`src/frt_pkg.sv`:
```
// Shared types, constants and helper functions for the three-channel
// free-running timer. No dependencies; every other file uses this package.
package frt_pkg;

  // Number of timer channels behind the register window.
  localparam int unsigned CHANNELS = 3;
  // Request lines kept internally, three per channel.
  localparam int unsigned REQ_W = 3 * CHANNELS;
  // Request lines visible on the result stream.
  localparam int unsigned IRQ_W = 9;
  // Width of the shared prescaler tick count.
  localparam int unsigned TICK_W = 5;

  typedef enum logic [1:0] {
    OP_READ  = 2'd0,
    OP_WRITE = 2'd1,
    OP_TICK  = 2'd2,
    OP_IDLE  = 2'd3
  } op_e;

  // Register offsets inside one channel.
  localparam logic [3:0] OFF_CTRL    = 4'd0;
  localparam logic [3:0] OFF_STATUS  = 4'd1;
  localparam logic [3:0] OFF_CNT_HI  = 4'd2;
  localparam logic [3:0] OFF_CNT_LO  = 4'd3;
  localparam logic [3:0] OFF_CMPA_HI = 4'd4;
  localparam logic [3:0] OFF_CMPA_LO = 4'd5;
  localparam logic [3:0] OFF_CMPB_HI = 4'd6;
  localparam logic [3:0] OFF_CMPB_LO = 4'd7;
  localparam logic [3:0] OFF_CAP_HI  = 4'd8;
  localparam logic [3:0] OFF_CAP_LO  = 4'd9;

  // Command broadcast from the top level to every channel.
  typedef struct packed {
    logic              fire;
    op_e               op;
    logic [3:0]        offset;
    logic [7:0]        wdata;
    logic [7:0]        latch;
    logic [TICK_W-1:0] tick;
    logic              variant;
  } chan_cmd_t;

  // Answer of one channel for the transaction being processed.
  typedef struct packed {
    logic [7:0] rd_byte;
    logic [7:0] ld_byte;
    logic [2:0] req_next;
  } chan_rsp_t;

  // Prescaler mask chosen by the clock select bits and the variant register.
  function automatic logic [TICK_W-1:0] prescale_mask(input logic variant,
                                                      input logic [1:0] sel);
    logic [TICK_W-1:0] m;
    case (sel)
      2'd0:    m = TICK_W'(3);
      2'd1:    m = TICK_W'(7);
      2'd2:    m = TICK_W'(31);
      default: m = variant ? TICK_W'(3) : TICK_W'(1);
    endcase
    return m;
  endfunction

endpackage

```
`src/free_running_timer_16bit_x3.sv`:
```
// Top level of the three-channel 16-bit free-running timer with output compare.
// Depends on frt_pkg and instantiates one frt_channel per channel.
//
// Channel  Direction  Handshake                     Payload
// s_axis   in         s_axis_tvalid/s_axis_tready   tuser: operation; tdata: address, write_data
// m_axis   out        m_axis_tvalid/m_axis_tready   tdata: read_data, irq_requests
// cfg      in         cfg_valid_i/cfg_ready_o       cfg_data_i: prescale_variant
//
// Every transaction is first held in the input register; then the channel update and
// read mux load the result register.
// A new transaction is accepted every cycle while the result side keeps taking.
// When the result register is held by a stalled consumer, the input register
// still takes one more transaction; further input stalls until the result leaves.
// Reset is asynchronous; the input and result data registers are not reset.
module free_running_timer_16bit_x3 (
  input  logic        clk_i,
  input  logic        rst_ni,
  input  logic        s_axis_tvalid,
  output logic        s_axis_tready,
  input  logic [15:0] s_axis_tdata,   // [7:0] address, [15:8] write_data
  input  logic [1:0]  s_axis_tuser,   // [1:0] operation
  output logic        m_axis_tvalid,
  input  logic        m_axis_tready,
  output logic [23:0] m_axis_tdata,   // [7:0] read_data, [16:8] irq_requests, rest zero
  input  logic        cfg_valid_i,
  output logic        cfg_ready_o,
  input  logic        cfg_data_i
);

  // Input register.
  logic              in_valid_q;
  frt_pkg::op_e      in_op_q;
  logic [7:0]        in_addr_q;
  logic [7:0]        in_wdata_q;

  // Result register.
  logic              out_valid_q;
  logic [7:0]        out_rd_q, out_rd_d;
  logic [frt_pkg::IRQ_W-1:0] out_irq_q, out_irq_d;

  // Shared state: prescaler variant, byte latch and tick count.
  logic              variant_q;
  logic [7:0]        latch_q, latch_d;
  logic [frt_pkg::TICK_W-1:0] tick_q;

  logic              fire;
  logic              mapped;
  logic [3:0]        offset;
  logic              hi_offset;
  logic [frt_pkg::CHANNELS-1:0] sel;
  frt_pkg::chan_cmd_t           cmd;
  frt_pkg::chan_rsp_t           rsp [frt_pkg::CHANNELS];
  logic [frt_pkg::REQ_W-1:0]    req_all;
  logic [7:0]        chan_rd, chan_ld;

  // The item in the input register is processed when the result register is
  // free or being emptied in the same cycle.
  assign fire          = in_valid_q && (!out_valid_q || m_axis_tready);
  assign s_axis_tready = !in_valid_q || fire;
  assign m_axis_tvalid = out_valid_q;
  assign m_axis_tdata  = {7'b0, out_irq_q, out_rd_q};
  assign cfg_ready_o   = 1'b1;

  assign offset    = in_addr_q[3:0];
  assign mapped    = |sel;
  assign hi_offset = (offset == frt_pkg::OFF_CNT_HI) || (offset == frt_pkg::OFF_CMPA_HI) ||
                     (offset == frt_pkg::OFF_CMPB_HI) || (offset == frt_pkg::OFF_CAP_HI);

  assign cmd.fire    = fire;
  assign cmd.op      = in_op_q;
  assign cmd.offset  = offset;
  assign cmd.wdata   = in_wdata_q;
  assign cmd.latch   = latch_q;
  assign cmd.tick    = tick_q;
  assign cmd.variant = variant_q;

  // One channel per address window; the high address nibble counts from one.
  for (genvar i = 0; i < frt_pkg::CHANNELS; i++) begin : g_chan
    assign sel[i] = (in_addr_q[7:4] == 4'(i + 1));
    assign req_all[3*i +: 3] = rsp[i].req_next;
    frt_channel u_chan (
      .clk_i  (clk_i),
      .rst_ni (rst_ni),
      .sel_i  (sel[i]),
      .cmd_i  (cmd),
      .rsp_o  (rsp[i])
    );
  end

  // Selects are one-hot or empty, so an OR over masked answers is the mux.
  always_comb begin
    chan_rd = 8'h00;
    chan_ld = 8'h00;
    for (int i = 0; i < int'(frt_pkg::CHANNELS); i++) begin
      chan_rd = chan_rd | (sel[i] ? rsp[i].rd_byte : 8'h00);
      chan_ld = chan_ld | (sel[i] ? rsp[i].ld_byte : 8'h00);
    end
  end

  always_comb begin
    latch_d  = latch_q;
    out_rd_d = 8'h00;
    case (in_op_q)
      frt_pkg::OP_READ: begin
        out_rd_d = mapped ? chan_rd : 8'hff;
        if (mapped && hi_offset) begin
          latch_d = chan_ld;
        end
      end
      frt_pkg::OP_WRITE: begin
        if (mapped && hi_offset) begin
          latch_d = in_wdata_q;
        end
      end
      default: ;
    endcase
    out_irq_d = frt_pkg::IRQ_W'(req_all);
  end

  always_ff @(posedge clk_i or negedge rst_ni) begin
    if (!rst_ni) begin
      in_valid_q <= 1'b0;
    end else if (s_axis_tready) begin
      in_valid_q <= s_axis_tvalid;
    end
  end

  always_ff @(posedge clk_i) begin
    if (s_axis_tready && s_axis_tvalid) begin
      in_op_q    <= frt_pkg::op_e'(s_axis_tuser);
      in_addr_q  <= s_axis_tdata[7:0];
      in_wdata_q <= s_axis_tdata[15:8];
    end
  end

  always_ff @(posedge clk_i or negedge rst_ni) begin
    if (!rst_ni) begin
      out_valid_q <= 1'b0;
    end else if (fire) begin
      out_valid_q <= 1'b1;
    end else if (m_axis_tready) begin
      out_valid_q <= 1'b0;
    end
  end

  always_ff @(posedge clk_i) begin
    if (fire) begin
      out_rd_q  <= out_rd_d;
      out_irq_q <= out_irq_d;
    end
  end

  always_ff @(posedge clk_i or negedge rst_ni) begin
    if (!rst_ni) begin
      variant_q <= 1'b0;
      latch_q   <= '0;
      tick_q    <= '0;
    end else begin
      if (cfg_valid_i) begin
        variant_q <= cfg_data_i;
      end
      if (fire) begin
        latch_q <= latch_d;
        if (in_op_q == frt_pkg::OP_TICK) begin
          tick_q <= tick_q + frt_pkg::TICK_W'(1);
        end
      end
    end
  end

`ifndef ASSERT_OFF
  // A result waiting on a stalled consumer must never be overwritten.
  a_no_overwrite: assert property (@(posedge clk_i) disable iff (!rst_ni)
    (out_valid_q && !m_axis_tready) |-> !fire)
    else $error("result register overwritten while stalled");

  // The prescaler count steps exactly once per processed tick.
  a_tick_step: assert property (@(posedge clk_i) disable iff (!rst_ni)
    (fire && (in_op_q == frt_pkg::OP_TICK)) |=>
      (tick_q == $past(tick_q) + frt_pkg::TICK_W'(1)))
    else $error("tick count did not advance on a tick");

  // Writes, ticks and unused operations return a zero data byte.
  a_rd_zero: assert property (@(posedge clk_i) disable iff (!rst_ni)
    (fire && (in_op_q != frt_pkg::OP_READ)) |=> (m_axis_tdata[7:0] == 8'h00))
    else $error("non-read transaction returned nonzero data");
`endif

endmodule

```
`src/frt_channel.sv`:
```
// One timer channel: control, status, counter, compare and capture registers.
// Depends on frt_pkg for the command and response structs.
module frt_channel (
  input  logic                clk_i,
  input  logic                rst_ni,
  input  logic                sel_i,
  input  frt_pkg::chan_cmd_t  cmd_i,
  output frt_pkg::chan_rsp_t  rsp_o
);

  logic [7:0]  ctrl_q, ctrl_d;
  logic [3:0]  low_q, low_d;
  logic [2:0]  flag_q, flag_d;
  logic [2:0]  seen_q, seen_d;
  logic [2:0]  req_q, req_d;
  logic [15:0] cnt_q, cnt_d;
  logic [15:0] cmpa_q, cmpa_d;
  logic [15:0] cmpb_q, cmpb_d;
  logic [15:0] cap_q, cap_d;

  logic        rd_en, wr_en, step;
  logic        match_a, match_b, wrap;
  logic [2:0]  clr;
  logic [15:0] word;

  assign rd_en = cmd_i.fire && sel_i && (cmd_i.op == frt_pkg::OP_READ);
  assign wr_en = cmd_i.fire && sel_i && (cmd_i.op == frt_pkg::OP_WRITE);
  assign step  = cmd_i.fire && (cmd_i.op == frt_pkg::OP_TICK) &&
                 ((cmd_i.tick & frt_pkg::prescale_mask(cmd_i.variant, ctrl_q[1:0])) == '0);
  assign word    = {cmd_i.latch, cmd_i.wdata};
  assign match_a = (cnt_q == cmpa_q);
  assign match_b = (cnt_q == cmpb_q);
  assign clr     = ~cmd_i.wdata[6:4] & seen_q;

  always_comb begin
    ctrl_d = ctrl_q;
    low_d  = low_q;
    flag_d = flag_q;
    seen_d = seen_q;
    req_d  = req_q;
    cnt_d  = cnt_q;
    cmpa_d = cmpa_q;
    cmpb_d = cmpb_q;
    cap_d  = cap_q;
    wrap   = 1'b0;
    if (step) begin
      if (low_q[0] && match_a) begin
        cnt_d = '0;
      end else begin
        cnt_d = cnt_q + 16'd1;
        wrap  = (cnt_q == 16'hffff);
      end
      flag_d = flag_q | {match_b, match_a, wrap};
      req_d  = req_q | (ctrl_q[6:4] & flag_d);
    end
    if (wr_en) begin
      case (cmd_i.offset)
        frt_pkg::OFF_CTRL:    ctrl_d = cmd_i.wdata;
        frt_pkg::OFF_STATUS: begin
          // A flag clears only on a zero write after a read saw it set.
          low_d  = cmd_i.wdata[3:0];
          flag_d = flag_q & ~clr;
          seen_d = seen_q & ~clr;
          req_d  = req_q & ~clr;
        end
        frt_pkg::OFF_CNT_LO:  cnt_d  = word;
        frt_pkg::OFF_CMPA_LO: cmpa_d = word;
        frt_pkg::OFF_CMPB_LO: cmpb_d = word;
        frt_pkg::OFF_CAP_LO:  cap_d  = word;
        default:              ;
      endcase
    end
    if (rd_en && (cmd_i.offset == frt_pkg::OFF_STATUS)) begin
      seen_d = seen_q | flag_q;
    end
  end

  always_comb begin
    rsp_o.ld_byte  = 8'h00;
    rsp_o.req_next = req_d;
    case (cmd_i.offset)
      frt_pkg::OFF_CTRL:    rsp_o.rd_byte = ctrl_q;
      frt_pkg::OFF_STATUS:  rsp_o.rd_byte = {1'b0, flag_q, low_q};
      frt_pkg::OFF_CNT_HI: begin
        rsp_o.rd_byte = cnt_q[15:8];
        rsp_o.ld_byte = cnt_q[7:0];
      end
      frt_pkg::OFF_CMPA_HI: begin
        rsp_o.rd_byte = cmpa_q[15:8];
        rsp_o.ld_byte = cmpa_q[7:0];
      end
      frt_pkg::OFF_CMPB_HI: begin
        rsp_o.rd_byte = cmpb_q[15:8];
        rsp_o.ld_byte = cmpb_q[7:0];
      end
      frt_pkg::OFF_CAP_HI: begin
        rsp_o.rd_byte = cap_q[15:8];
        rsp_o.ld_byte = cap_q[7:0];
      end
      frt_pkg::OFF_CNT_LO, frt_pkg::OFF_CMPA_LO,
      frt_pkg::OFF_CMPB_LO, frt_pkg::OFF_CAP_LO: rsp_o.rd_byte = cmd_i.latch;
      default:              rsp_o.rd_byte = 8'hff;
    endcase
  end

  always_ff @(posedge clk_i or negedge rst_ni) begin
    if (!rst_ni) begin
      ctrl_q <= '0;
      low_q  <= '0;
      flag_q <= '0;
      seen_q <= '0;
      req_q  <= '0;
      cnt_q  <= '0;
      cmpa_q <= 16'hffff;
      cmpb_q <= 16'hffff;
      cap_q  <= '0;
    end else begin
      ctrl_q <= ctrl_d;
      low_q  <= low_d;
      flag_q <= flag_d;
      seen_q <= seen_d;
      req_q  <= req_d;
      cnt_q  <= cnt_d;
      cmpa_q <= cmpa_d;
      cmpb_q <= cmpb_d;
      cap_q  <= cap_d;
    end
  end

endmodule

```
`config.mk`:
```
export PLATFORM = sky130hd
export DESIGN_NAME = free_running_timer_16bit_x3
export DESIGN_NICKNAME = d
export VERILOG_FILES = /design/src/frt_pkg.sv /design/src/free_running_timer_16bit_x3.sv /design/src/frt_channel.sv
export SDC_FILE = /design/constraint.sdc
export NUM_CORES = 1
export LEC_CHECK = 0
export BUFFER_PORTS_ARGS = -buffer_cell sky130_fd_sc_hd__buf_2
export CAP_MARGIN = 5
export CORE_UTILIZATION = 55
export CTS_CLUSTER_DIAMETER = 40
export CTS_CLUSTER_SIZE = 16
export DETAILED_ROUTE_END_ITERATION = 7
export GPL_TIMING_DRIVEN = 0
export PLACE_DENSITY_LB_ADDON = 0.2
export SETUP_SLACK_MARGIN = 0.5
export SLEW_MARGIN = 20
export SYNTH_ARGS = -nofsm -noshare
export SYNTH_HDL_FRONTEND = slang
export SYNTH_SLANG_ARGS = --single-unit
```
`constraint.sdc`:
```
create_clock -name clk_i -period 3.7 [get_ports clk_i]
set_input_delay 0.37 -clock clk_i [delete_from_list [all_inputs] [get_ports clk_i]]
set_output_delay 0.37 -clock clk_i [all_outputs]
set_load 0.1 [all_outputs]
```
=== After elaboration in Yosys (flattened, before gate mapping) ===
Cells that the tools add are included.

* Flip-flop bits (word level): 306
* Input bits: 24
* Output and inout bits: 27
* Word-level logic and storage cells: 241

* Add/sub/neg operators: 4
* Equality and inequality tests: 31
* Multiplexer cells: 67
* Bitwise operators: 35
* Reductions and logical operators: 67

{| class="wikitable"
|+ Operator list
! cell !! number
|-
| 16-bit 2-to-1 mux || 12
|-
| 8-bit case mux with 7 select lines || 3
|-
| 16-bit == test || 6
|-
| 8-bit case mux with 4 select lines || 3
|-
| 3-bit 2-to-1 mux || 27
|-
| 8-bit 2-to-1 mux || 9
|-
| 16-bit by 1-bit adder with 16-bit output, second input constant || 3
|-
| 16-bit == test, second input constant || 3
|-
| 3-bit AND || 15
|-
| 5-bit case mux with 3 select lines || 3
|-
| 2-bit AND reduction || 19
|-
| 8-bit bitwise OR || 4
|-
| 3-bit bitwise OR || 9
|-
| 1-bit logical AND || 22
|-
| 4-bit by 2-bit == test with 1-bit output, second input constant || 4
|-
| 4-bit by 3-bit == test with 1-bit output, second input constant || 4
|-
| 8-bit case mux with 2 select lines || 1
|-
| 2-bit nonzero test || 8
|-
| 5-bit AND || 3
|-
| 5-bit logical NOT || 3
|-
| 3-bit NOT || 4
|-
| 2-bit by 1-bit == test with 1-bit output, second input constant || 4
|-
| 2-bit == test, second input constant || 4
|-
| 4-bit by 1-bit == test with 1-bit output, second input constant || 2
|-
| other kinds (12) || 29
|}

=== Longest topological paths before layout ===
Gate-level depths: netlist of the first run.

* Depth in word-level cells: 12
* Gate-level depth with buffers: 10
* Gate-level depth less buffers: 8

=== Cells and area by module ===
Synthesis of the first run repeated with hierarchy kept, for this count alone.

* Cells, all modules: 1484
* Area, all modules: 16863.7 sq um

{| class="wikitable"
|+ By module, submodules not included
! module !! instances !! cells each !! area an instance (sq um)
|-
| frt_channel at g_chan[1].u_chan || 1 || 446 || 4875.9
|-
| frt_channel at g_chan[0].u_chan || 1 || 430 || 4850.9
|-
| frt_channel at g_chan[2].u_chan || 1 || 441 || 4807.1
|-
| free_running_timer_16bit_x3 || 1 || 167 || 2329.7
|}

=== Worst setup path before layout of the first run ===
Ideal clock, no wire load.

* Path kind: register to register
* From: reg out_valid_q (netlist: m_axis_tvalid)
* To: reg in_addr_q[0], enable pin
* Setup time: 331 ps
* Arrival: 2649 ps
* Data required time: 3369 ps
* Path slack: 720 ps
* Cell stages (with the launch flop): 3
* Buffers on the path: 0
* Clock period less this slack: 2980 ps
* Path through: dfrtp_1 > nand3b_1 > and2_1

* Cells in the longest elaborated chain, start to end: 5

{| class="wikitable"
|+ RTL lines
! what !! line !! source
|-
| start, declared || free_running_timer_16bit_x3.sv:37 || <nowiki>logic out_valid_q;</nowiki>
|-
| start signal, assigned || free_running_timer_16bit_x3.sv:138 || <nowiki>out_valid_q <= 1'b0;</nowiki>
|-
| start signal, assigned || free_running_timer_16bit_x3.sv:140 || <nowiki>out_valid_q <= 1'b1;</nowiki>
|-
| start signal, assigned || free_running_timer_16bit_x3.sv:142 || <nowiki>out_valid_q <= 1'b0;</nowiki>
|-
| 1-bit logical NOT || free_running_timer_16bit_x3.sv:58 || <nowiki>assign fire = in_valid_q && (!out_valid_q || m_axis_tready);</nowiki>
|-
| 1-bit logical OR || free_running_timer_16bit_x3.sv:58 ||
|-
| 1-bit logical AND || free_running_timer_16bit_x3.sv:58 ||
|-
| 1-bit logical OR || free_running_timer_16bit_x3.sv:59 || <nowiki>assign s_axis_tready = !in_valid_q || fire;</nowiki>
|-
| via s_axis_tready || free_running_timer_16bit_x3.sv:19 || <nowiki>output logic s_axis_tready,</nowiki>
|-
| 1-bit logical AND || free_running_timer_16bit_x3.sv:129 || <nowiki>if (s_axis_tready && s_axis_tvalid) begin</nowiki>
|-
| end signal, assigned || free_running_timer_16bit_x3.sv:131 || <nowiki>in_addr_q <= s_axis_tdata[7:0];</nowiki>
|-
| end, declared || free_running_timer_16bit_x3.sv:33 || <nowiki>logic [7:0] in_addr_q;</nowiki>
|}

The timed path passes the listed nets, and every way through them passes these cells.
A chain may end at the register's enable or synchronous reset.

=== Final worst setup path of the first run ===
* From: reg in_addr_q[1]
* To: reg out_rd_q[0] (data pin)

* Cells in the longest elaborated chain, start to end: 7

{| class="wikitable"
|+ RTL lines
! what !! line !! source
|-
| 4-bit by 2-bit == test with 1-bit output (tied with other cells) || frt_channel.sv:81 || <nowiki>case (cmd_i.offset)</nowiki>
|-
| 4-bit OR reduction || frt_channel.sv:81 ||
|-
| 8-bit case mux with 7 select lines || frt_channel.sv:81 ||
|-
| 8-bit 2-to-1 mux || free_running_timer_16bit_x3.sv:95 || <nowiki>chan_rd = chan_rd | (sel[i] ? rsp[i].rd_byte : 8'h00);</nowiki>
|-
| 8-bit bitwise OR || free_running_timer_16bit_x3.sv:95 ||
|-
| 8-bit bitwise OR (*) || free_running_timer_16bit_x3.sv:95 ||
|-
| 8-bit 2-to-1 mux (*) || free_running_timer_16bit_x3.sv:105 || <nowiki>out_rd_d = mapped ? chan_rd : 8'hff;</nowiki>
|-
| end signal, assigned || free_running_timer_16bit_x3.sv:148 || <nowiki>out_rd_q <= out_rd_d;</nowiki>
|-
| end, declared || free_running_timer_16bit_x3.sv:38 || <nowiki>logic [7:0] out_rd_q, out_rd_d;</nowiki>
|}

Every way passes the cells marked *; elsewhere a longest branch is shown, timed or not.

==> results of run 1 <==
cell families (layout without fill, tap and decap cells):
logic type,after synthesis,in the layout,synth area share
fa+ha+maj,10,10,0.00755
xor+xnor,130,130,0.0687
flops,306,306,0.480
buf+inv,158,318,0.0466
other cells,2,9,0.000453
mux,221,221,0.151
compound gates,300,300,0.118
simple gates,389,389,0.129
area by class of cell:
cell class | count | area (um^2) | area share
multi-input combinational | 1058 | 7880 | 0.405
clock inverter | 36 | 454 | 0.0234
sequential | 306 | 7950 | 0.409
timing repair buffer | 65 | 503 | 0.0259
tap | 390 | 488 | 0.0251
buffer | 136 | 694 | 0.0357
antenna | 1 | 2.50 | 0.000129
inverter | 22 | 82.6 | 0.00425
clock buffer | 59 | 1380 | 0.0710
cells in the final DEF, fill, tap and decap left out, drive strengths merged, types with 7 or more instances in the layout:
master and instances:
and3 15, dfrtp 175, clkinv 10, dlygate4sd3 20, a22o 9, a221oi 12, a31oi 16, xor2 54
inv 33, clkinvlp 7, a22oi 62, nand2b 10, nor2 65, a21oi 61, mux2i 26, o21ai 86
dfstp 96, o22ai 15, and2 12, a21o 8, ha 10, nand3 28, nand4 26, conb 8
nor3 27, clkbuf 128, nor4 32, nand2 135, edfxtp 35, bufinv 8, nor2b 8, xnor2 76
buf 112, or2 9, mux2 191
critical path: stages, from the launching register on:
cell and delay, ns:
edfxtp_1 0.42, buf_6 0.18, nor2_1 0.69, and3_1 0.28
buf_2 0.33, a22oi_1 0.12, a21oi_1 0.26, a211oi_1 0.09
a31oi_1 0.40
stage by stage:
stage / TNS, ns / setup slack [ns] / utilization
after detailed placement: 0 / 0.915 / 0.587
after global routing: 0 / 0.676 / 0.656
final: 0 / 0.678 / 0.656
after CTS: 0 / 0.821 / 0.655
after floorplan: 0 / 0.720 / -
after global placement: -570.33 / -2.74 / 0.584
routing by layer:
metal / vias up / GRT usage
met5: - / 0
met4: 0 / 0.208
met3: 206 / 0.114
met2: 804 / 0.574
met1: 6736 / 0.519
li1: 5702 / -
path summary, 6_finish.rpt:
| path | start | endpoint | slack [ns] | cells after the start |
|---|---|---|---|---|
| worst max-delay path | in_addr_q[1] | out_rd_q[0] | 0.68 | 8 |
| worst min-delay path | cfg_data_i | variant_q | 0.07 | 2 |
| worst max register to register | in_addr_q[1] | out_rd_q[0] | 0.68 | 8 |
| worst min register to register | g_chan[2].u_chan.seen_q[0] | g_chan[2].u_chan.flag_q[0] | 0.48 | 1 |
| max in group asynchronous | rst_ni | g_chan[0].u_chan.cmpb_q[8] | 2.60 | 3 |
| min in group asynchronous | rst_ni | tick_q[1] | 0.29 | 2 |
registers in the layout, indices dropped and copies added, names as in the netlist:
signal,flops
in_wdata_q,8
latch_q,8
in_op_q,2
tick_q,5
g_chan.u_chan.ctrl_q,24
out_rd_q,8
g_chan.u_chan.req_q,9
g_chan.u_chan.cmpb_q,48
in_valid_q,1
in_addr_q,8
variant_q,1
g_chan.u_chan.cnt_q,48
g_chan.u_chan.flag_q,9
g_chan.u_chan.cmpa_q,48
g_chan.u_chan.low_q,12
g_chan.u_chan.cap_q,48
g_chan.u_chan.seen_q,9
m_axis_tvalid,1
out_irq_q,9
power groups by stage:
stage	logic [mW]	registers (mW)	clock network, mW
after floorplan	0.759	3.90	0
after global placement	1.34	3.93	0
after detailed placement	1.37	3.93	0
after CTS	1.39	3.88	5.09
after global routing	1.51	3.90	5.25
final	1.44	3.89	5.06
==> metrics.csv, run 1 <==
metric,value,unit
nFillCells,2350,
fin_crit,3.02,ns
ys_ff_latch,306,
dp_hpwl,41100,um
cts-resized-gates,0,
relSlewSlack,0.221,
start_kind,flop,
holdWs,0.0659,ns
wl_met3,6340,um
fin_cells,2073,
cp-end-kind,flop,
power,10.4,mW
synthTopCellsByCount,"mux2_2 (191), dfrtp_1 (175), nand2_1 (131)",
crit_path_max_fanout,10,
synth.area.top_cells,"dfrtp_1 (26%), dfstp_2 (15%), mux2_2 (13%)",
groute.usage.overall,0.390,
dp_cells,1957,
period_share,0.817,
drt_wl_total,58900,um
initial_core_util,0.559,
pwr-share-comb,0.138,
syn_inst,1516,
tightestPinTransition,1.17,ns
maxUsedRoutingLayer,met4,
met1_length,23500,um
grt_pass1_vias,13400,
drv_slew,0,
hold_class,input port to flop,
max_freq,0.331,GHz
peakVddDrop,0.538,mV
cts_tree,yes,
netlist_area,16600,um^2
ys_seq_area_frac,0.480,
vias_per_cell,6.49,
intPower,7.28,mW
dpl_cell_area,17400,um^2
status,completed,
setup_viol,0,
antenna_left,0,
htreeDepth,2,
die_area,30800,um^2
root_buffer,clkbuf_16,
synth_flop_cell,dfrtp_1,
area_growth,17.2,%
clockBufferDepth,3,
crit_required,4.01,ns
cts.sinks,306,
drt_pass1_iterations,6,
drv_cap,0,
power.density,535,nW/um^2
drive_gt1_frac,0.329,
crit_arrival,3.33,ns
skew,0.0178,ns
drc,0,
seq_power_share,0.375,
power_frac_clock,0.487,
synthArstFlopShare,0.886,
routabilityCongestion,1.06,
synth_top_area_share,0.264,
nets,1674,
ys_types,81,
grt_pass1_wl,86700,um
post_drt_wl_per_cell,28.4,um
syn_area_per_cell,10.9,um^2
io_pins,51,
clk_latency,0.55,ns
rsz0062_at_grt,no,
detail_route.iter0.violations,1481,
holdBufCountCts,20,
post_cts_buffers,0,
synth_edf_count,35,
yosysMostFrequentCell,mux2_2,
p_sw_frac,0.300,
die_h,176,um
hold_viol,0,
yosysTopAreaCell,dfrtp_1,
antenna_found_initial,1,
rows,63,
grt_start_max_net_pins,89,
cts_buffers,51,
yosysWarnings,0,
worst-setup-path-type,flop to flop,
portBuffers,42,
path_clk_slew,0.06,ns
stdcell_area,19400,um^2
grt_overflow,0,
core-area,29600,um^2
vias,13400,
die_w,176,um
dr_wl_met2,25400,um
leakagePower,8.20,nW
switchingPower,3.11,mW
Power figures use the tool's default switching activity.
==> run 2, diff against run 1 <==
--- a/config.mk
+++ b/config.mk
@@ -5,6 +5,7 @@
 export SDC_FILE = /design/constraint.sdc
 export NUM_CORES = 1
 export LEC_CHECK = 0
+export ABC_AREA = 1
 export BUFFER_PORTS_ARGS = -buffer_cell sky130_fd_sc_hd__buf_2
 export CAP_MARGIN = 5
 export CORE_UTILIZATION = 55
==> constraint.sdc (replaced) <==
create_clock -name clk_i -period 2.5 [get_ports clk_i]
set_input_delay 0.25 -clock clk_i [delete_from_list [all_inputs] [get_ports clk_i]]
set_output_delay 0.25 -clock clk_i [all_outputs]
set_load 0.1 [all_outputs]
==> run 2 against run 1 <==
Against the previous run:
- cell count is 39% higher
- die area rose by 0.56%
- core utilization increased by 6.1 points
- cell area increased by 9.7%
- critical path type unchanged
- critical endpoint is now latch_q[0]
- largest power group unchanged
- highest routed layer is now met5
==> metrics.csv, run 2 <==
metric,value,unit,change
synthTopCellsByCount,"nand2_1 (778), o21ai_0 (258), inv_1 (180)",,
yosysWarnings,0,,unchanged
layout_setup_ws,0.140,ns,-0.539 ns
skew,0.0242,ns,+0.00641 ns
crit_arrival,2.82,ns,-0.51 ns
die_h,176,um,+0.28%
grt_pass1_vias,16000,,+20%
final_util,0.717,,+0.0615
layout_common_cells,"nand2_1 (736), o21ai_0 (216), inv_1 (174), dfrtp_1 (163), nor2_1 (117)",,
fin_crit,2.36,ns,-0.661 ns
antenna_left,0,,unchanged
core-area,29700,um^2,+0.27%
yosysTopAreaCell,dfrtp_1,,
multi_input_area,8070,um^2,+2.5%
tightestPinTransition,0.990,ns,-0.178 ns
synth_flop_cell,dfrtp_1,,
seq_area,7970,um^2,+0.22%
nFillCells,2288,,-2.6%
crit_required,2.96,ns,-1.05 ns
grt_overflow,0,,unchanged
holdWs,0.0232,ns,-0.0427 ns
netlist_area,16700,um^2,+0.57%
nets,2483,,+48%
io_pins,51,,unchanged
area_growth,27.8,%,
root_buffer,clkbuf_16,,
initial_core_util,0.561,,+0.00167
path_cells,"buf_4, nor2_4, buf_8, nand2_8, buf_8, o21ai_1, o21ai_1, nand3_1, nand2_1, a21boi_1",,
synthArstFlopShare,0.886,,unchanged
peakVddDrop,0.725,mV,+35%
rsz0062_at_grt,yes,,
antenna_found_initial,1,,unchanged
vias_per_cell,6.05,,-6.8%
r2r_start,in_addr_q[2],,
regToRegSetupSlack,0.14,ns,-0.54 ns
cts.sinks,306,,unchanged
start_kind,flop,,
cp-end-kind,flop,,
groute.usage.overall,0.438,,+0.0484
drive_gt1_frac,0.239,,-0.0893
syn_area_per_cell,7.49,um^2,-32%
dp_slack,-0.548,ns,-1.46 ns
die_w,176,um,+0.28%
hold_viol,0,,unchanged
relSlewSlack,0.340,,+0.119
crit_path_max_incr_delay,0.49,ns,-0.20 ns
vias,17400,,+29%
routabilityCongestion,1.01,,-5.1%
detail_route.iter0.violations,2438,,+65%
drt_pass1_iterations,6,,unchanged
power.density,732,nW/um^2,+37%
hold_class,input port to flop,,
synth.area.top_cells,"dfrtp_1 (26%), nand2_1 (18%), dfstp_2 (15%)",,
rows,63,,unchanged
final_common_cell,nand2_1,,
synth_edf_count,35,,unchanged
die_area,31000,um^2,+0.56%
syn_inst,2226,,+47%
htreeDepth,2,,unchanged
period_share,0.944,,+0.128
min_delay_path_depth,4,,+2
grt_pass1_wl,98900,um,+14%
leakagePower,9.67,nW,+18%
min_from,m_axis_tready,,
worst_r2r_path_depth,10,,+2
ys_types,37,,-54%
path_clk_slew,0.05,ns,about the same
holdPathEnd,in_valid_q,,
crit_path_max_fanout,10,,unchanged
rr_endpoint,latch_q[0],,
setup_viol,0,,unchanged
yosysMostFrequentCell,nand2_1,,
portBuffers,42,,unchanged
drv_cap,0,,unchanged
synth_top_area_share,0.263,,-0.00149
dp_hpwl,44400,um,+8.1%
drt_wl_total,69000,um,+17%
cp_slowest_cell,edfxtp_1,,
grt_start_max_net_pins,99,,+11%
max_freq,0.424,GHz,+28%
cts_tree,yes,,
post_drt_wl_per_cell,24.0,um,-16%
ys_seq_area_frac,0.477,,-0.00270
cts_buffers,45,,-12%
drc,0,,unchanged
ys_ff_latch,306,,unchanged
clk_latency,0.56,ns,about the same
clockBufferDepth,3,,unchanged
status,completed,,
worst-setup-path-type,flop to flop,,
drv_slew,0,,unchanged
[run 2: timing repair]
action	in CTS	in global routing
setup endpoints to repair	279	253
gates resized for setup	228	184
gates cloned	2	2
buffers inserted	57	43
pin swaps	45	35
hold buffers	22	0
endpoints found under the hold margin	61	0
[run 2: layout make-up]
cell class / instances / area share
timing repair inverter: 1 / 0.000411
buffer: 111 / 0.0400
clock inverter: 31 / 0.0174
timing repair buffer: 169 / 0.0718
clock buffer: 52 / 0.0564
tap: 390 / 0.0229
multi-input combinational: 1616 / 0.379
antenna: 2 / 0.000235
inverter: 199 / 0.0380
sequential: 306 / 0.374
[run 2: logic make-up (layout without fill, tap and decap cells)]
family / Yosys count / after routing / share of synthesized area
simple gates: 1158 / 1158 / 0.289
flops: 306 / 306 / 0.477
xor+xnor: 67 / 67 / 0.0352
buf+inv: 310 / 563 / 0.0750
compound gates: 373 / 373 / 0.115
fa+ha+maj: 10 / 10 / 0.00751
other cells: 2 / 10 / 0.000450
[run 2: where the power goes]
group	switching [mW]	internal (mW)
clock network	2.53	4.12
logic	2.07	0.859
registers	0.616	5.42
[run 2: stage by stage]
stage / power (mW) / area (um^2) / cells / TNS [ns]
2_1_floorplan: 7.36 / 16700 / 2232 / 0
3_3_place_gp: 8.35 / 17400 / 2664 / -881.76
3_5_place_dp: 8.43 / 17500 / 2666 / -8.42
4_1_cts: 15.2 / 20500 / 2830 / 0
5_1_grt: 16.0 / 21300 / 2875 / 0
6_report: 15.6 / 21300 / 2877 / 0
[run 2: layer usage]
layer,part of all wire,GRT usage
met3,0.15,0.168
met5,0.00067,0.00962
met1,0.36,0.552
met2,0.41,0.611
met4,0.084,0.319
[run 2: worst max-delay path by stage]
stage | startpoint | endpoint
2_1_floorplan | m_axis_tvalid | out_irq_q[7]
3_3_place_gp | rst_ni | m_axis_tvalid
3_5_place_dp | in_addr_q[2] | out_rd_q[7]
4_1_cts | in_addr_q[3] | out_rd_q[7]
5_1_grt | in_addr_q[2] | latch_q[1]
6_report | in_addr_q[2] | latch_q[0]
[run 2: critical path: cells and delay by family, from the launching register on]
| family | cells | cell delay [ns] |
|---|---|---|
| flops | 1 | 0.49 |
| simple gates | 4 | 0.53 |
| compound gates | 3 | 0.70 |
| buf+inv | 3 | 0.53 |
